<file path="src/design/lsce_pkg.sv">
// shared constants, types and helpers for the line sensor centroid block
// no dependencies; imported by lsce_ctrl, lsce_dp and line_sensor_centroid_ema
`default_nettype none

package lsce_pkg;

  localparam int LSCE_SENSOR_COUNT = 7;
  localparam int WEIGHT_W          = 8;
  localparam int FRAC_W            = 8;
  localparam int EMA_W             = 17;
  localparam int POS_W             = 8;
  localparam int ALPHA_W           = 9;
  localparam int CFG_IDX_W         = 2;

  localparam logic [63:0]        WEIGHT_RESET = 64'h001E_140A_00F6_ECE2;
  localparam logic [ALPHA_W-1:0] ALPHA_RESET  = 9'd154;
  localparam logic [ALPHA_W-1:0] ALPHA_FULL   = 9'd256;
  localparam int                 ROUND_HALF   = 128;

  typedef enum logic [CFG_IDX_W-1:0] {
    CFG_POLARITY = 2'd0,
    CFG_WEIGHTS  = 2'd1,
    CFG_ALPHA    = 2'd2
  } cfg_reg_t;

  typedef enum logic [2:0] {
    ST_IDLE,
    ST_DIV,
    ST_DIFF,
    ST_MULT,
    ST_UPDATE,
    ST_FINISH
  } state_t;

  typedef struct packed {
    logic capture;
    logic div_step;
    logic diff;
    logic mult;
    logic update;
    logic out_load;
  } lsce_cmd_t;

  typedef struct packed {
    logic count_zero;
  } lsce_status_t;

  // radix-4 divider steps needed for the scaled weight sum of n sensors
  function automatic int lsce_div_steps(input int n);
    return (WEIGHT_W + $clog2(n) + FRAC_W + 1) / 2;
  endfunction

endpackage

`default_nettype wire

</file>
<file path="src/design/lsce_ctrl.sv">
// sequencer for the centroid block: handshakes, divide step count, ema steps
// depends on lsce_pkg; drives the command struct of lsce_dp
`default_nettype none

module lsce_ctrl #(
  parameter int SENSOR_COUNT = lsce_pkg::LSCE_SENSOR_COUNT
) (
  input  wire logic                  clk,
  input  wire logic                  rst,
  input  wire logic                  in_valid,
  output logic                       in_stall,
  output logic                       out_valid,
  input  wire logic                  out_stall,
  input  wire lsce_pkg::lsce_status_t status,
  output lsce_pkg::lsce_cmd_t        cmd
);
  import lsce_pkg::*;

  localparam int DIV_STEPS = lsce_div_steps(SENSOR_COUNT);
  localparam int STEP_W    = $clog2(DIV_STEPS);

  state_t            state, state_next;
  logic [STEP_W-1:0] step, step_next;
  logic              out_valid_next;

  always_ff @(posedge clk) begin
    if (rst) begin
      state     <= ST_IDLE;
      step      <= '0;
      out_valid <= 1'b0;
    end else begin
      state     <= state_next;
      step      <= step_next;
      out_valid <= out_valid_next;
    end
  end

  always_comb begin
    state_next = state;
    step_next  = step;
    cmd        = '0;
    in_stall   = 1'b1;
    unique case (state)
      ST_IDLE: begin
        in_stall = 1'b0;
        if (in_valid) begin
          cmd.capture = 1'b1;
          step_next   = '0;
          // no sensor on the line: average holds, go straight to output
          state_next  = status.count_zero ? ST_FINISH : ST_DIV;
        end
      end
      ST_DIV: begin
        cmd.div_step = 1'b1;
        step_next    = step + STEP_W'(1);
        if (step == STEP_W'(DIV_STEPS - 1)) begin
          state_next = ST_DIFF;
        end
      end
      ST_DIFF: begin
        cmd.diff   = 1'b1;
        state_next = ST_MULT;
      end
      ST_MULT: begin
        cmd.mult   = 1'b1;
        state_next = ST_UPDATE;
      end
      ST_UPDATE: begin
        cmd.update = 1'b1;
        state_next = ST_FINISH;
      end
      ST_FINISH: begin
        if (!out_valid || !out_stall) begin
          cmd.out_load = 1'b1;
          state_next   = ST_IDLE;
        end
      end
      default: begin
        state_next = ST_IDLE;
      end
    endcase
  end

  always_comb begin
    out_valid_next = out_valid;
    if (cmd.out_load) begin
      out_valid_next = 1'b1;
    end else if (!out_stall) begin
      out_valid_next = 1'b0;
    end
  end

endmodule

`default_nettype wire

</file>
<file path="src/design/lsce_dp.sv">
// datapath: config registers, mask and weight sum, radix-4 divider, ema, output beat
// depends on lsce_pkg; sequenced by lsce_ctrl through lsce_cmd_t
`default_nettype none

module lsce_dp #(
  parameter int SENSOR_COUNT = lsce_pkg::LSCE_SENSOR_COUNT
) (
  input  wire logic                                   clk,
  input  wire logic                                   rst,
  input  wire lsce_pkg::lsce_cmd_t                    cmd,
  output lsce_pkg::lsce_status_t                      status,
  input  wire logic [SENSOR_COUNT-1:0]                pin_levels,
  input  wire logic                                   cfg_write,
  input  wire logic [lsce_pkg::CFG_IDX_W-1:0]         cfg_index,
  input  wire logic [8*SENSOR_COUNT-1:0]              cfg_data,
  output logic [SENSOR_COUNT-1:0]                     line_mask,
  output logic [$clog2(SENSOR_COUNT+1)-1:0]           line_count,
  output logic                                        line_seen,
  output logic                                        line_full,
  output logic signed [lsce_pkg::POS_W-1:0]           position
);
  import lsce_pkg::*;

  localparam int CNT_W     = $clog2(SENSOR_COUNT + 1);
  localparam int WT_W      = WEIGHT_W * SENSOR_COUNT;
  localparam int SUM_W     = WEIGHT_W + $clog2(SENSOR_COUNT);
  localparam int DIV_STEPS = lsce_div_steps(SENSOR_COUNT);
  localparam int DVD_W     = 2 * DIV_STEPS;
  localparam int DIFF_W    = EMA_W + 1;
  localparam int PROD_W    = DIFF_W + ALPHA_W + 1;
  localparam int POSM_W    = EMA_W + 1;

  // configuration
  logic               polarity;
  logic [WT_W-1:0]    weights;
  logic [ALPHA_W-1:0] alpha;

  // item registers
  logic [SENSOR_COUNT-1:0]    mask_r;
  logic [CNT_W-1:0]           count_r;
  logic                       neg_r;
  logic [DVD_W-1:0]           dvd;
  logic [CNT_W-1:0]           rem;
  logic signed [DIFF_W-1:0]   diff;
  logic signed [PROD_W-1:0]   prod;
  logic signed [EMA_W-1:0]    ema;

  // combinational
  logic [SENSOR_COUNT-1:0]    mask_in;
  logic [CNT_W-1:0]           cnt_in;
  logic signed [SUM_W-1:0]    sum_in;
  logic [SUM_W-1:0]           mag_in;
  logic [CNT_W:0]             t1, t2;
  logic                       q1, q2;
  logic [CNT_W-1:0]           r1, r2;
  logic signed [DIFF_W-1:0]   q_mag, raw;
  logic [ALPHA_W-1:0]         alpha_sat;
  logic signed [PROD_W-1:0]   ema_sum;
  logic signed [POSM_W-1:0]   ema_x, pos_abs, pos_rnd, pos_val;

  always_ff @(posedge clk) begin
    if (rst) begin
      polarity <= 1'b1;
      weights  <= WEIGHT_RESET[WT_W-1:0];
      alpha    <= ALPHA_RESET;
    end else if (cfg_write) begin
      unique case (cfg_index)
        CFG_POLARITY: polarity <= cfg_data[0];
        CFG_WEIGHTS:  weights  <= cfg_data[WT_W-1:0];
        CFG_ALPHA:    alpha    <= cfg_data[ALPHA_W-1:0];
        default: ;
      endcase
    end
  end

  // mask, count and signed weight sum of the incoming beat
  always_comb begin
    mask_in = polarity ? pin_levels : ~pin_levels;
    cnt_in  = '0;
    sum_in  = '0;
    for (int i = 0; i < SENSOR_COUNT; i++) begin
      if (mask_in[i]) begin
        cnt_in = cnt_in + CNT_W'(1);
        sum_in = sum_in + {{(SUM_W-WEIGHT_W){weights[WEIGHT_W*i+WEIGHT_W-1]}},
                           weights[WEIGHT_W*i +: WEIGHT_W]};
      end
    end
    mag_in = sum_in[SUM_W-1] ? SUM_W'(-sum_in) : SUM_W'(sum_in);
  end

  assign status.count_zero = (cnt_in == '0);

  // two restoring divide steps per cycle, remainder stays below the count
  always_comb begin
    t1 = {rem, dvd[DVD_W-1]};
    q1 = (t1 >= {1'b0, count_r});
    r1 = q1 ? CNT_W'(t1 - {1'b0, count_r}) : t1[CNT_W-1:0];
    t2 = {r1, dvd[DVD_W-2]};
    q2 = (t2 >= {1'b0, count_r});
    r2 = q2 ? CNT_W'(t2 - {1'b0, count_r}) : t2[CNT_W-1:0];
  end

  // truncation toward zero: divide the magnitude, then restore the sign
  assign q_mag     = signed'(DIFF_W'(dvd));
  assign raw       = neg_r ? -q_mag : q_mag;
  assign alpha_sat = (alpha > ALPHA_FULL) ? ALPHA_FULL : alpha;
  // ema + floor(a * (raw - ema) / 256) equals the weighted floor average
  assign ema_sum   = (prod >>> FRAC_W) + PROD_W'(ema);

  always_comb begin
    ema_x   = POSM_W'(ema);
    pos_abs = (ema > 0) ? ema_x : -ema_x;
    pos_rnd = (pos_abs + POSM_W'(ROUND_HALF)) >>> FRAC_W;
    pos_val = (ema > 0) ? pos_rnd : -pos_rnd;
  end

  always_ff @(posedge clk) begin
    if (cmd.capture) begin
      mask_r  <= mask_in;
      count_r <= cnt_in;
      neg_r   <= sum_in[SUM_W-1];
      dvd     <= DVD_W'({mag_in, {FRAC_W{1'b0}}});
      rem     <= '0;
    end else if (cmd.div_step) begin
      dvd <= {dvd[DVD_W-3:0], q1, q2};
      rem <= r2;
    end
    if (cmd.diff) begin
      diff <= raw - DIFF_W'(ema);
    end
    if (cmd.mult) begin
      prod <= PROD_W'(signed'({1'b0, alpha_sat})) * PROD_W'(diff);
    end
  end

  always_ff @(posedge clk) begin
    if (rst) begin
      ema <= '0;
    end else if (cmd.update) begin
      ema <= ema_sum[EMA_W-1:0];
    end
  end

  always_ff @(posedge clk) begin
    if (cmd.out_load) begin
      line_mask  <= mask_r;
      line_count <= count_r;
      line_seen  <= (count_r != '0);
      line_full  <= (count_r == CNT_W'(SENSOR_COUNT));
      position   <= pos_val[POS_W-1:0];
    end
  end

endmodule

`default_nettype wire

</file>
<file path="src/design/line_sensor_centroid_ema.sv">
// line sensor centroid with exponential smoothing: input beat is the raw pin
// levels, output beat is mask, count, found flags and smoothed position.
// Both channels use valid/stall; a beat moves when valid is high and stall low.
// Config is a plain write port (cfg_write, cfg_index, cfg_data): index 0
// polarity, 1 packed signed 8-bit weights, 2 alpha/256. The user must see that
// config is written only while idle; the block itself does not enforce this.
// With no sensor on the line the beat goes straight to the output load;
// otherwise it passes the radix-4 restoring divide of the weight sum by the
// count, then the difference, multiply and ema update steps. A new beat is
// taken the cycle after the result is loaded. The output register frees
// the input side: a new beat is accepted while the previous result waits.
// When out_stall holds, the block finishes the item and then waits to load it.
// Reset (rst, synchronous) restores the default config, zeroes the average
// and leaves no output beat pending.
// depends on lsce_pkg, lsce_ctrl, lsce_dp
`default_nettype none

module line_sensor_centroid_ema #(
  parameter int SENSOR_COUNT = lsce_pkg::LSCE_SENSOR_COUNT
) (
  input  wire logic                            clk,
  input  wire logic                            rst,
  input  wire logic                            in_valid,
  output logic                                 in_stall,
  input  wire logic [SENSOR_COUNT-1:0]         pin_levels,
  output logic                                 out_valid,
  input  wire logic                            out_stall,
  output logic [SENSOR_COUNT-1:0]              line_mask,
  output logic [$clog2(SENSOR_COUNT+1)-1:0]    line_count,
  output logic                                 line_seen,
  output logic                                 line_full,
  output logic signed [lsce_pkg::POS_W-1:0]    position,
  input  wire logic                            cfg_write,
  input  wire logic [lsce_pkg::CFG_IDX_W-1:0]  cfg_index,
  input  wire logic [8*SENSOR_COUNT-1:0]       cfg_data
);
  import lsce_pkg::*;

  lsce_cmd_t    cmd;
  lsce_status_t status;

  lsce_ctrl #(
    .SENSOR_COUNT(SENSOR_COUNT)
  ) u_ctrl (
    .clk       (clk),
    .rst       (rst),
    .in_valid  (in_valid),
    .in_stall  (in_stall),
    .out_valid (out_valid),
    .out_stall (out_stall),
    .status    (status),
    .cmd       (cmd)
  );

  lsce_dp #(
    .SENSOR_COUNT(SENSOR_COUNT)
  ) u_dp (
    .clk        (clk),
    .rst        (rst),
    .cmd        (cmd),
    .status     (status),
    .pin_levels (pin_levels),
    .cfg_write  (cfg_write),
    .cfg_index  (cfg_index),
    .cfg_data   (cfg_data),
    .line_mask  (line_mask),
    .line_count (line_count),
    .line_seen  (line_seen),
    .line_full  (line_full),
    .position   (position)
  );

endmodule

`default_nettype wire
</file>
<file path="config.mk">
export PLATFORM = sky130hd
export DESIGN_NAME = line_sensor_centroid_ema
export DESIGN_NICKNAME = d
export VERILOG_FILES = /design/src/design/lsce_pkg.sv /design/src/design/lsce_ctrl.sv /design/src/design/lsce_dp.sv /design/src/design/line_sensor_centroid_ema.sv
export SDC_FILE = /design/constraint.sdc
export NUM_CORES = 1
export LEC_CHECK = 0
export CAP_MARGIN = 10
export CORE_UTILIZATION = 40
export DETAILED_ROUTE_END_ITERATION = 6
export DONT_BUFFER_PORTS = 1
export PLACE_DENSITY_LB_ADDON = 0.2
export SLEW_MARGIN = 10
export SYNTH_ARGS = -nofsm -noshare
export SYNTH_HDL_FRONTEND = slang
export SYNTH_SLANG_ARGS = --single-unit
export TNS_END_PERCENT = 20
</file>
<file path="constraint.sdc">
create_clock -name clk -period 8.8 [get_ports clk]
set_input_delay 0.88 -clock clk [delete_from_list [all_inputs] [get_ports clk]]
set_output_delay 0.88 -clock clk [all_outputs]
set_load 0.05 [all_outputs]
</file>
### Word-level counts from Yosys, hierarchy flattened

Cells that the tools add are included.

| storage, ports and cells | value |
|---|---|
| register bits after elaboration | 188 |
| input port bits | 70 |
| output and inout port bits | 22 |
| logic and storage cells | 117 |

| operators by class | value |
|---|---|
| add/sub/neg operators | 22 |
| multiply operators | 1 |
| order comparisons | 4 |
| equal/unequal tests | 13 |
| mux-type cells | 42 |
| bitwise operators | 1 |
| reductions and logical operators | 14 |

Operators with widths:

| operator | count |
|---|---|
| 11-bit 2-to-1 mux | 8 |
| 11-bit adder | 6 |
| 19-bit 2-to-1 mux | 2 |
| 3-bit 2-to-1 mux | 12 |
| 10-bit by 18-bit multiplier with 25-bit output | 1 |
| 18-bit 2-to-1 mux | 1 |
| 18-bit negation | 1 |
| 3-bit case mux with 6 select lines | 1 |
| 18-bit by 17-bit subtractor with 18-bit output | 1 |
| 17-bit adder | 1 |
| 17-bit by 1-bit greater-than comparator with 1-bit output, second input constant | 1 |
| 16-bit by 9-bit adder with 16-bit output, second input constant | 1 |
| 16-bit 2-to-1 mux | 1 |
| 16-bit negation | 1 |
| 3-bit by 1-bit adder with 3-bit output, second input constant | 5 |
| 1-bit 2-to-1 mux | 12 |
| 11-bit negation | 1 |
| 3-bit equality test, second input constant | 3 |
| 9-bit greater-than comparator, second input constant | 1 |
| 9-bit 2-to-1 mux | 1 |
| 4-bit by 3-bit >= comparator with 1-bit output | 2 |
| 8-bit 2-to-1 mux | 1 |
| 8-bit negation | 1 |
| 4-bit case mux with 2 select lines | 1 |
| other kinds (21) | 31 |

### Logic depth before layout (Yosys ltp)

Gate-level depths: netlist of run 1.

| logic depth | value |
|---|---|
| word-level depth | 19 |
| depth in mapped cells | 48 |
| gate-level depth less buffers | 46 |

### Cells and area by module

Synthesis of run 1 repeated with hierarchy kept, for this count alone.

| unflattened totals | value |
|---|---|
| cell total of the unflattened synthesis | 2137 |
| area total of the unflattened synthesis | 18388.9 sq um |

By module, submodules not included:

| module | times used | cells each | area an instance (sq um) | sequential area each (sq um) |
|---|---|---|---|---|
| lsce_dp | 1 | 2083 | 17928.4 | 4214.0 |
| lsce_ctrl | 1 | 54 | 460.4 | 160.2 |

### Least setup slack after synthesis of run 1

Ideal clock, no wire load.

| path | value |
|---|---|
| path type | input port to flip-flop |
| start | in pin_levels[0] |
| end | reg u_dp.dvd[17] (data pin) |
| setup time | 257 ps |
| arrival time | 9417 ps |
| data required time | 8543 ps |
| slack | -874 ps |
| stages | 44 |
| buffers on the path | 2 |
| cell sequence | buf_2 xnor2_2 clkbuf_1 and2_1 ha_1 inv_1 fa_1 xor2_1 or4_1 o2111a_1 ha_1 o21ai_0 or2_2 a311o_1 nand2_1 nand2_1 ha_1 o2111ai_1 [8 not listed] xnor2_1 a2bb2oi_1 o21a_1 ha_1 or3_1 nor3_1 nor2_1 xor2_1 and2_1 or2_2 ha_1 or3_1 o2111ai_1 o41a_1 o41a_1 and4bb_1 or3_1 a32o_1 |

| on the way | value |
|---|---|
| longest elaborated chain between the ends | 18 |

RTL lines:

| element | RTL line | RTL |
|---|---|---|
| start, declared | line_sensor_centroid_ema.sv:25 | `input wire logic [SENSOR_COUNT-1:0] pin_levels,` |
| 7-bit NOT | lsce_dp.sv:78 | `mask_in = polarity ? pin_levels : ~pin_levels;` |
| 7-bit 2-to-1 mux (*) | lsce_dp.sv:78 |  |
| via u_dp.mask_in[0] | lsce_dp.sv:49 | `logic [SENSOR_COUNT-1:0] mask_in;` |
| 11-bit 2-to-1 mux (*) | lsce_dp.sv:82 | `if (mask_in[i]) begin` |
| 11-bit adder | lsce_dp.sv:84 | `sum_in = sum_in + {{(SUM_W-WEIGHT_W){weights[WEIGHT_W*i+WEIGHT_W-1]}},` |
| 11-bit 2-to-1 mux (*) | lsce_dp.sv:82 |  |
| 11-bit adder | lsce_dp.sv:84 |  |
| 11-bit 2-to-1 mux (*) | lsce_dp.sv:82 |  |
| [3 not listed] | n/a |  |
| 11-bit 2-to-1 mux (*) | lsce_dp.sv:82 |  |
| 11-bit adder | lsce_dp.sv:84 |  |
| 11-bit 2-to-1 mux (*) | lsce_dp.sv:82 |  |
| 11-bit adder | lsce_dp.sv:84 |  |
| 11-bit 2-to-1 mux (*) | lsce_dp.sv:82 |  |
| 11-bit negation | lsce_dp.sv:88 | `mag_in = sum_in[SUM_W-1] ? SUM_W'(-sum_in) : SUM_W'(sum_in);` |
| 11-bit 2-to-1 mux (*) | lsce_dp.sv:88 |  |
| 19-bit 2-to-1 mux (*) | lsce_dp.sv:118 | `if (cmd.capture) begin` |
| end signal, assigned | lsce_dp.sv:122 | `dvd <= DVD_W'({mag_in, {FRAC_W{1'b0}}});` |
| end signal, assigned | lsce_dp.sv:125 | `dvd <= {dvd[DVD_W-3:0], q1, q2};` |
| end, declared | lsce_dp.sv:42 | `logic [DVD_W-1:0] dvd;` |

Mark *: on every way through the listed nets, which the timed path passes. The rest lies on a longest branch.
A chain may end at the register's enable or synchronous reset.

### Final worst setup path of run 1

| path | value |
|---|---|
| start | in pin_levels[0] |
| end | reg u_dp.dvd[17] (data pin) |

| on the way | value |
|---|---|
| longest elaborated chain between the ends | 18 |

RTL lines:

| element | RTL line |
|---|---|
| 7-bit NOT | lsce_dp.sv:78 |
| 7-bit 2-to-1 mux (*) | lsce_dp.sv:78 |
| 11-bit 2-to-1 mux (*) | lsce_dp.sv:82 |
| 11-bit adder | lsce_dp.sv:84 |
| 11-bit 2-to-1 mux (*) | lsce_dp.sv:82 |
| 11-bit adder | lsce_dp.sv:84 |
| 11-bit 2-to-1 mux (*) | lsce_dp.sv:82 |
| 11-bit adder | lsce_dp.sv:84 |
| [2 not listed] | n/a |
| 11-bit 2-to-1 mux (*) | lsce_dp.sv:82 |
| 11-bit adder | lsce_dp.sv:84 |
| 11-bit 2-to-1 mux (*) | lsce_dp.sv:82 |
| 11-bit adder | lsce_dp.sv:84 |
| 11-bit 2-to-1 mux (*) | lsce_dp.sv:82 |
| 11-bit negation | lsce_dp.sv:88 |
| 11-bit 2-to-1 mux (*) | lsce_dp.sv:88 |
| 19-bit 2-to-1 mux (*) | lsce_dp.sv:118 |

Every way passes the cells marked *; elsewhere a longest branch is shown, timed or not.

==> flow_metrics.env, run 1 <==
export IMPL_status="finished clean"
export IMPL_fin_cells=2938
export IMPL_cts_made_buffers=17
export IMPL_worstSetupPathType="in2reg"
export IMPL_syn_inst=2184
export IMPL_rsz0062_at_grt="yes"
export IMPL_critPathMostFrequentCell="ha_4"
export IMPL_netSwitchingFraction_pct=47.47
export IMPL_rr_worst_depth=41
export IMPL_synth_top_family_by_area="adder cells"
export IMPL_placed_cells=2878
export IMPL_io_pins=92
export IMPL_synth_compound_area_share_pct=15.29
export IMPL_die_w_microns=216.9
export IMPL_place_congestion=0.8743
export IMPL_ctsRootBufferMaster="clkbuf_16"
export IMPL_die_area_sq_um=47050
export IMPL_synth_mux_area_share_pct=0.9751
export IMPL_synth_ff_type="dfxtp_1"
export IMPL_nNetsFinal=2686
export IMPL_drtAntennaViolNets=0
export IMPL_ys_seq_area_share_pct=23.67
export IMPL_fmax_ghz=0.1138
export IMPL_max_slew_margin_pct=23.98
export IMPL_antenna_found_initial=0
export IMPL_hpwl_microns=40330
export IMPL_htreeDepth=4
export IMPL_final_hold_viol_count=0
export IMPL_cts_max_path_buffers=2
export IMPL_avgViaCountPerCell=5.403
export IMPL_holdPathEnd="u_dp.line_mask[3]$_DFFE_PP_"
export IMPL_drc_errors=0
export IMPL_clkSinkCount=180
export IMPL_cap_violations=0
export IMPL_end_kind="flip-flop"
export IMPL_diodes=0
export IMPL_cp_required_ns=9.05
export IMPL_async_reset_ff_share_pct=0
export IMPL_io_buffers=0
export IMPL_initial_utilization_pct=40.63
export IMPL_dr_pass1_iters=5
export IMPL_tightest_slew_ns=1.138
export IMPL_first_iter_violations=1012
export IMPL_row_count=78
export IMPL_power_net_switching_w=0.004432
export IMPL_track_usage_pct=22.46
export IMPL_syn_num_nets=2545
export IMPL_synth_area_leader_cell="fa_1"
export IMPL_worstSkewPairLatency_ns=0.49
export IMPL_min_path_type="reg2reg"
export IMPL_synth_xor_area_share_pct=6.955
export IMPL_grt_pass1_vias=15720
export IMPL_routed_wl_microns=51690
export IMPL_combPwrFrac_pct=73.1
export IMPL_final_common_cell="nand2_1"
export IMPL_timing_final_crit_share_pct=99.89
export IMPL_synth_edff_count=77
export IMPL_r2r_start="u_dp.polarity$_SDFFE_PP1P_"
export IMPL_cp_max_fo=8
export IMPL_seqPwrFrac_pct=18.3
export IMPL_synthToLayoutAreaGrowth_pct=17.74
export IMPL_grt_max_degree=94
export IMPL_via_count=15870
export IMPL_overflow=0
export IMPL_r2r_end="u_dp.dvd[17]$_DFFE_PP_"
export IMPL_power_density_nw_per_um2=429.2
export IMPL_hold_depth=0
export IMPL_min_delay_start="u_dp.mask_r[3]$_DFFE_PP_"
export IMPL_setup_viol=0
export IMPL_synth_top_area_share_pct=14.41
export IMPL_ys_ff_latch=180
export IMPL_drive_gt1_share_pct=16.68
export IMPL_clk_pin_slew_ns=0.08
export IMPL_synthAdderAreaFrac_pct=25.16
export IMPL_synth_cell_area_sq_um=18480
export IMPL_final_cell_mix="nand2_1 (344), inv_1 (216), buf_4 (211)"
export IMPL_postSynthAreaPerCell_sq_um=8.460
export IMPL_synth_area_leaders="fa_1 (14%), edfxtp_1 (13%), dfxtp_1 (11%)"
export IMPL_yosysWarnings=0
export IMPL_whs_ns=0.4251
export IMPL_min_period_ns=8.790
export IMPL_die_y_microns=216.9
export IMPL_crit_path_start_kind="primary input"
export IMPL_fillerInstances=4376
export IMPL_critical_path_max_stage_delay_ns=0.42
export IMPL_drv_slew=0
export IMPL_p_leak_nw=9.401
export IMPL_slowest_stage="or4_1"
export IMPL_vdd_drop_max_uv=240.0
export IMPL_cp_arrival_ns=9.04
export IMPL_clock_skew_ns=0.01078
export IMPL_finalPower_w=0.009338
export IMPL_yosysUniqueCellTypes=88
export IMPL_pwr_share_clk_pct=8.6
export IMPL_p_int_w=0.004905
export IMPL_ff2ff_setup_slack_ns=0.05
export IMPL_synth_simple_area_share_pct=21.28
export IMPL_post_drt_wl_per_cell_microns=17.59
export IMPL_cts_tree="done"
export IMPL_coreArea_sq_um=45480
export IMPL_grt_first_pass_wirelength_microns=83630
metal layers:
layer  global-route usage (%)  vias up  share of wire (%)
met4                    5.728        0                1.9
met2                    35.91      336                 46
met5                        0        -                  0
li1                         -     7689                  -
met3                    4.333       63                4.8
met1                    31.00     7786                 48
worst max path at each step:
stage	start	depth (start not counted)	to
6_report	pin_levels[0]	41	u_dp.dvd[17]$_DFFE_PP_
3_5_place_dp	pin_levels[0]	43	u_dp.dvd[13]$_DFFE_PP_
2_1_floorplan	pin_levels[0]	44	u_dp.dvd[14]$_DFFE_PP_
5_1_grt	u_dp.polarity$_SDFFE_PP1P_	44	u_dp.dvd[12]$_DFFE_PP_
4_1_cts	pin_levels[0]	42	u_dp.dvd[17]$_DFFE_PP_
3_3_place_gp	pin_levels[0]	43	u_dp.dvd[15]$_DFFE_PP_
synth_stat cells (all sizes together) (15+ instances only):
| cell type | number |
|---|---|
| nor2b | 31 |
| nor3 | 33 |
| inv | 224 |
| and2 | 86 |
| a21oi | 117 |
| nand3 | 41 |
| nand3b | 39 |
| dfxtp | 103 |
| o31ai | 26 |
| nor2 | 135 |
| a211oi | 19 |
| fa | 133 |
| a31oi | 15 |
| clkbuf | 66 |
| edfxtp | 77 |
| buf | 26 |
| nand2b | 18 |
| ha | 158 |
| xnor2 | 92 |
| or3 | 26 |
| nand2 | 348 |
| a21o | 27 |
| xor2 | 44 |
| o21ai | 78 |
critical path: cells and delay by family:
| family | cells | cell delay (ns) |
|---|---|---|
| adder cells (fa/ha/maj) | 7 | 1.78 |
| XOR/XNOR | 4 | 0.70 |
| buffers and inverters | 2 | 0.16 |
| AND/OR/NAND/NOR | 16 | 3.10 |
| AO/OA/AOI/OAI | 12 | 2.41 |
flip-flops by register name, summed over array words and instances (netlist names), 8 cells and up:
| signal | count |
|---|---|
| u_dp.prod | 17 |
| u_dp.position | 8 |
| u_dp.weights | 56 |
| u_dp.ema | 17 |
| u_dp.dvd | 20 |
| u_dp.diff | 18 |
| u_dp.alpha | 9 |
cell families after synthesis:
kind of cell	after synthesis
simple gates	817
compound gates	420
buf+inv	321
fa+ha+maj	292
flops	180
xor+xnor	137
mux	17
per-stage QoR:
stage	setup WS, ns	instance area, sq um	setup TNS [ns]	utilization (%)
4_1_cts	0.002125	21230	0	46.68
6_report	0.009717	21750	0	47.83
2_1_floorplan	-0.4556	18670	-3.897	-
3_5_place_dp	-0.9244	20450	-9.070	44.98
5_1_grt	-0.3834	21750	-3.166	47.83
3_3_place_gp	-0.7782	20450	-7.592	44.98
cell type report:
class / instances / area [sq um] / share of cell area, %
tap: 600 / 750.7 / 3.451
timing repair buffer: 213 / 1607 / 7.385
clock inverter: 14 / 162.7 / 0.7477
inverter: 229 / 862.1 / 3.963
multi-input combinational: 1684 / 13540 / 62.26
clock buffer: 18 / 450.4 / 2.071
sequential: 180 / 4378 / 20.12
what timing repair did:
action,4_1_cts,5_1_grt
hold endpoints to repair,0,0
hold buffers,0,0
gates cloned,1,0
resized for setup,14,76
pin swaps,19,42
setup endpoints to repair,11,11
setup buffers,9,18
power by group through the flow:
stage / sequential, W / clock, W / combinational (W)
2_1_floorplan: 0.00155 / 0 / 0.00505
3_3_place_gp: 0.00172 / 0 / 0.00648
3_5_place_dp: 0.00172 / 0 / 0.00658
4_1_cts: 0.00170 / 0.000831 / 0.00675
5_1_grt: 0.00173 / 0.000861 / 0.00777
6_report: 0.00171 / 0.000807 / 0.00682
Power figures use the tool's default switching activity.
==> run 2, diff against run 1 <==
MAX_ROUTING_LAYER = met4   (was unset)
PLACE_DENSITY_LB_ADDON = unset   (was 0.2)
clock period = 7.3 ns   (was 8.8 ns; I/O delays follow)
==> flow_metrics.env, run 2 (synthesized netlist as in run 1, its figures left out) <==
export IMPL_timing_final_crit_share_pct=123.2
export IMPL_cp_required_ns=7.53
export IMPL_grt_max_degree=94
export IMPL_dpl_cell_area_sq_um=20860
export IMPL_track_usage_pct=23.77
export IMPL_end_kind="flip-flop"
export IMPL_grt_first_pass_wirelength_microns=85550
export IMPL_min_path_type="in2reg"
export IMPL_hpwl_microns=41170
export IMPL_first_iter_violations=963
export IMPL_postLayoutCellArea_sq_um=22120
export IMPL_diodes=0
export IMPL_power_density_nw_per_um2=515.1
export IMPL_violations="negative setup slack"
export IMPL_ctsRootBufferMaster="clkbuf_16"
export IMPL_tns_ns=-17.38
export IMPL_post_drt_wl_per_cell_microns=17.52
export IMPL_regMostFlops="u_dp.weights"
export IMPL_fin_cells=3005
export IMPL_cp_max_fo=5
export IMPL_vdd_drop_max_uv=345.3
export IMPL_fmax_ghz=0.1111
export IMPL_setup_viol=11
export IMPL_io_pins=92
export IMPL_worstPathBufferInverterCount=4
export IMPL_clock_skew_ns=0.01547
export IMPL_clk_pin_slew_ns=0.09
export IMPL_initial_utilization_pct=40.63
export IMPL_antenna_found_initial=0
export IMPL_fillerInstances=4326
export IMPL_largest_reg_flops=56
export IMPL_cts_tree="done"
export IMPL_synthToLayoutAreaGrowth_pct=19.71
export IMPL_max_slew_margin_pct=20.99
export IMPL_placed_cells=2933
export IMPL_cts_max_path_buffers=2
export IMPL_worstSkewPairLatency_ns=0.49
export IMPL_status="finished, violations left"
export IMPL_p_leak_nw=9.719
export IMPL_overflow=0
export IMPL_die_area_sq_um=47050
export IMPL_drtAntennaViolNets=0
export IMPL_die_y_microns=216.9
export IMPL_final_common_cell="nand2_1"
export IMPL_critical_path_max_stage_delay_ns=0.41
export IMPL_cp_top_family="simple AND/OR/NAND/NOR gates"
export IMPL_clkSinkCount=180
export IMPL_coreArea_sq_um=45480
export IMPL_crit_path_start_kind="flip-flop"
export IMPL_final_hold_viol_count=0
export IMPL_nNetsFinal=2754
export IMPL_htreeDepth=4
export IMPL_min_period_ns=8.997
export IMPL_via_count=16200
export IMPL_worstSetupPathType="reg2reg"
export IMPL_rsz0062_at_grt="yes"
export IMPL_grt_pass1_vias=16230
export IMPL_top_regs="u_dp.weights x56, u_dp.dvd x20, u_dp.diff x18"
export IMPL_drv_slew=0
export IMPL_drive_gt1_share_pct=18.46
export IMPL_final_cell_mix="nand2_1 (344), buf_4 (272), inv_1 (216)"
export IMPL_place_congestion=0.9158
export IMPL_critPathMostFrequentCell="ha_4"
export IMPL_cap_violations=0
export IMPL_drc_errors=0
export IMPL_die_w_microns=216.9
export IMPL_avgViaCountPerCell=5.389
export IMPL_worst_slack_ns=-1.697
export IMPL_dr_pass1_iters=5
export IMPL_tightest_slew_ns=1.178
export IMPL_row_count=78
export IMPL_routed_wl_microns=52650
export IMPL_cp_arrival_ns=9.23
export IMPL_cts_made_buffers=17
export IMPL_io_buffers=0
export IMPL_slowest_stage="or4_1"
## run 2: cell types whose count changed in the layout (fill, tap and decap cells not counted), moves of 3 or more
cell / previous run / this run
nor2b_2: 5 / 2
buf_4: 211 / 272
nor2b_1: 25 / 29
a21oi_2: 7 / 4
clkinv_4: 5 / 2
ha_1: 138 / 141
buf_6: 2 / 9
inv_8: 2 / 6
ha_4: 13 / 10
## run 2: report_power, final
group / switching [W] / internal [W] / total, W
combinational: 0.00458 / 0.00385 / 0.00842
clock: 0.000469 / 0.000451 / 0.000920
sequential: 0.000372 / 0.00168 / 0.00205
## run 2: layout make-up
type	count	area [sq um]	share of cell area, %
Multi-Input combinational cell	1683	13410	60.63
Sequential cell	180	4378	19.79
Timing Repair Buffer	282	2158	9.758
Inverter	229	864.6	3.909
Tap cell	600	750.7	3.394
Clock buffer	17	425.4	1.923
Clock inverter	14	131.4	0.5940
## run 2: worst paths after layout
| kind | depth (start not counted) | end | from | slack (ns) |
|---|---|---|---|---|
| hold reg to reg | 0 | u_dp.line_mask[4]$_DFFE_PP_ | u_dp.mask_r[4]$_DFFE_PP_ | 0.43 |
| setup reg to reg | 43 | u_dp.dvd[17]$_DFFE_PP_ | u_dp.polarity$_SDFFE_PP1P_ | -1.70 |
| hold / removal | 1 | u_dp.weights[26]$_SDFFE_PP0P_ | rst | 0.31 |
| setup / recovery | 43 | u_dp.dvd[17]$_DFFE_PP_ | u_dp.polarity$_SDFFE_PP1P_ | -1.70 |
## run 2: repair_timing
item | in CTS | in global routing
buffers inserted | 28 | 13
hold buffers | 0 | 0
endpoints found under the hold margin | 0 | 0
pin swaps | 59 | 19
endpoints found under the setup margin | 11 | 11
gates resized for setup | 55 | 30
## run 2: stage by stage
stage	utilization, %	setup slack (ns)	total power, W	hold slack (ns)
2_1_floorplan	-	-1.806	0.007954	0.4003
3_3_place_gp	45.87	-1.967	0.009971	0.4036
3_5_place_dp	45.87	-2.205	0.01011	0.4115
4_1_cts	48.12	-1.531	0.01136	0.2631
5_1_grt	48.63	-2.069	0.01261	0.2865
6_report	48.63	-1.697	0.01139	0.3079
## run 2: per-layer routing
layer / wire [microns] / vias to the layer above / part of all wire, % / track usage [%]
met2: 24700 / 354 / 47 / 38.23
met5: 0 / - / 0 / -
met3: 2387 / 57 / 4.5 / 3.159
met1: 24480 / 7952 / 46 / 31.11
li1: - / 7832 / - / -
met4: 1080 / 0 / 2.1 / 7.160
==> run 3, diff against run 2 <==
PLACE_DENSITY_LB_ADDON = 0.3   (was unset)
==> flow_metrics.env, run 3 (synthesized netlist as in run 1, its figures left out) <==
export IMPL_critical_path_max_stage_delay_ns=0.41
export IMPL_tightest_slew_ns=1.071
export IMPL_drc_errors=0
export IMPL_initial_utilization_pct=40.63
export IMPL_end_kind="flip-flop"
export IMPL_hold_depth=1
export IMPL_coreArea_sq_um=45480
export IMPL_status="finished, violations left"
export IMPL_postLayoutCellArea_sq_um=22190
export IMPL_drtAntennaViolNets=0
export IMPL_rsz0062_at_grt="yes"
export IMPL_max_slew_margin_pct=28.14
export IMPL_die_w_microns=216.9
export IMPL_crit_path_start_kind="flip-flop"
export IMPL_final_common_cell="nand2_1"
export IMPL_post_drt_wl_per_cell_microns=16.98
export IMPL_antenna_found_initial=0
export IMPL_grt_first_pass_wirelength_microns=83580
export IMPL_place_congestion=0.9180
export IMPL_cts_max_path_buffers=2
export IMPL_ctsRootBufferMaster="clkbuf_16"
export IMPL_cts_tree="done"
export IMPL_worstSkewPairLatency_ns=0.49
export IMPL_slowest_stage="or4_1"
export IMPL_violations="negative setup slack"
export IMPL_rr_worst_depth=41
export IMPL_track_usage_pct=23.13
export IMPL_r2r_start="u_dp.polarity$_SDFFE_PP1P_"
export IMPL_cts_hold_buf=0
export IMPL_grt_pass1_vias=15960
export IMPL_htreeDepth=4
export IMPL_dr_pass1_iters=5
export IMPL_drive_gt1_share_pct=18.56
export IMPL_top_regs="u_dp.weights x56, u_dp.dvd x20, u_dp.diff x18"
export IMPL_first_iter_violations=992
export IMPL_clkSinkCount=180
export IMPL_die_y_microns=216.9
export IMPL_via_count=16010
export IMPL_critPathMostFrequentCell="ha_4"
export IMPL_holdPathEnd="u_dp.weights[55]$_SDFFE_PP0P_"
export IMPL_nNetsFinal=2745
export IMPL_diodes=0
export IMPL_fmax_ghz=0.1123
export IMPL_clk_pin_slew_ns=0.08
export IMPL_largest_reg_flops=56
export IMPL_cap_violations=0
export IMPL_cts_made_buffers=17
export IMPL_drv_slew=0
export IMPL_fillerInstances=4341
export IMPL_row_count=78
export IMPL_vdd_drop_max_uv=346.0
export IMPL_min_path_type="in2reg"
export IMPL_dpl_cell_area_sq_um=20870
export IMPL_r2r_end="u_dp.dvd[17]$_DFFE_PP_"
export IMPL_min_delay_start="rst"
export IMPL_power_density_nw_per_um2=516.8
export IMPL_io_pins=92
export IMPL_hpwl_microns=40190
export IMPL_finalPower_w=0.01147
export IMPL_min_period_ns=8.907
export IMPL_final_hold_viol_count=0
export IMPL_overflow=0
export IMPL_cp_arrival_ns=9.16
export IMPL_regMostFlops="u_dp.weights"
export IMPL_final_cell_mix="nand2_1 (345), buf_4 (268), inv_1 (217)"
export IMPL_cp_required_ns=7.55
export IMPL_setup_viol=11
export IMPL_worstSetupPathType="reg2reg"
export IMPL_cp_max_fo=5
export IMPL_worst_slack_ns=-1.607
export IMPL_synthToLayoutAreaGrowth_pct=20.11
export IMPL_clock_skew_ns=0.01620
export IMPL_timing_final_crit_share_pct=122.0
export IMPL_avgViaCountPerCell=5.340
export IMPL_routed_wl_microns=50890
export IMPL_io_buffers=0
export IMPL_p_leak_nw=9.727
export IMPL_ff2ff_setup_slack_ns=-1.61
export IMPL_grt_max_degree=94
export IMPL_die_area_sq_um=47050
## run 3: cell types whose count changed in the layout (fill, tap and decap cells not counted), sizes merged
cell,before,now
clkbuf,17,22
clkinv,8,9
clkinvlp,0,1
inv,235,229
buf,282,273
## run 3: metrics by stage
step	hold slack [ns]	std cells	utilization, %	setup TNS (ns)	setup slack, ns
global route	0.2852	2997	48.80	-19.66	-1.992
CTS	0.2717	2986	48.28	-13.93	-1.469
detailed placement	0.4261	2935	45.88	-23.97	-2.259
global placement	0.4279	2935	45.88	-22.00	-2.067
finish	0.3021	2997	48.80	-15.20	-1.607
floorplan	0.4003	2184	-	-18.75	-1.806
## run 3: repair_timing
action	4_1_cts	5_1_grt
pin swaps	48	43
resized for setup	63	30
setup endpoints to repair	11	11
buffers inserted	20	11
## run 3: worst max path at each step
| stage | start | endpoint | slack [ns] |
|---|---|---|---|
| finish | u_dp.polarity$_SDFFE_PP1P_ | u_dp.dvd[17]$_DFFE_PP_ | -1.61 |
| global route | u_dp.polarity$_SDFFE_PP1P_ | u_dp.dvd[17]$_DFFE_PP_ | -1.99 |
| CTS | u_dp.polarity$_SDFFE_PP1P_ | u_dp.dvd[10]$_DFFE_PP_ | -1.47 |
| detailed placement | pin_levels[0] | u_dp.dvd[13]$_DFFE_PP_ | -2.26 |
| global placement | pin_levels[0] | u_dp.dvd[15]$_DFFE_PP_ | -2.07 |
| floorplan | pin_levels[0] | u_dp.dvd[14]$_DFFE_PP_ | -1.81 |
## run 3: area by class of cell
cell class / instances / area (sq um) / share of cell area [%]
Tap cell: 600 / 750.7 / 3.383
Clock buffer: 22 / 518.0 / 2.334
Clock inverter: 10 / 102.6 / 0.4623
Multi-Input combinational cell: 1683 / 13510 / 60.89
Sequential cell: 180 / 4378 / 19.73
Timing Repair Buffer: 273 / 2068 / 9.319
Inverter: 229 / 862.1 / 3.885
## run 3: critical path, delay by kind of cell (launching register included)
family                   cells  cell delay, ns
AND/OR/NAND/NOR             13            3.08
XOR/XNOR                     4            0.68
buffers and inverters        3            0.33
flip-flops                   1            0.37
AO/OA/AOI/OAI               14            2.39
adder cells (fa/ha/maj)      7            1.78
## run 3: routing by layer
| metal | part of all wire (%) | global-route usage [%] | routed length (microns) |
|---|---|---|---|
| met4 | 2.4 | 7.512 | 1224 |
| met3 | 4.1 | 3.452 | 2078 |
| met5 | 0 | - | 0 |
| met2 | 47 | 36.56 | 23850 |
| met1 | 47 | 30.35 | 23740 |
## run 3: where the power goes
part / total [W] / leakage (nW) / switching [W] / internal (W)
registers: 0.00204 / 1.55 / 0.000363 / 0.00167
logic: 0.00845 / 7.87 / 0.00461 / 0.00384
clock network: 0.000982 / 0.302 / 0.000463 / 0.000519
total: 0.0115 / 9.73 / 0.00543 / 0.00604
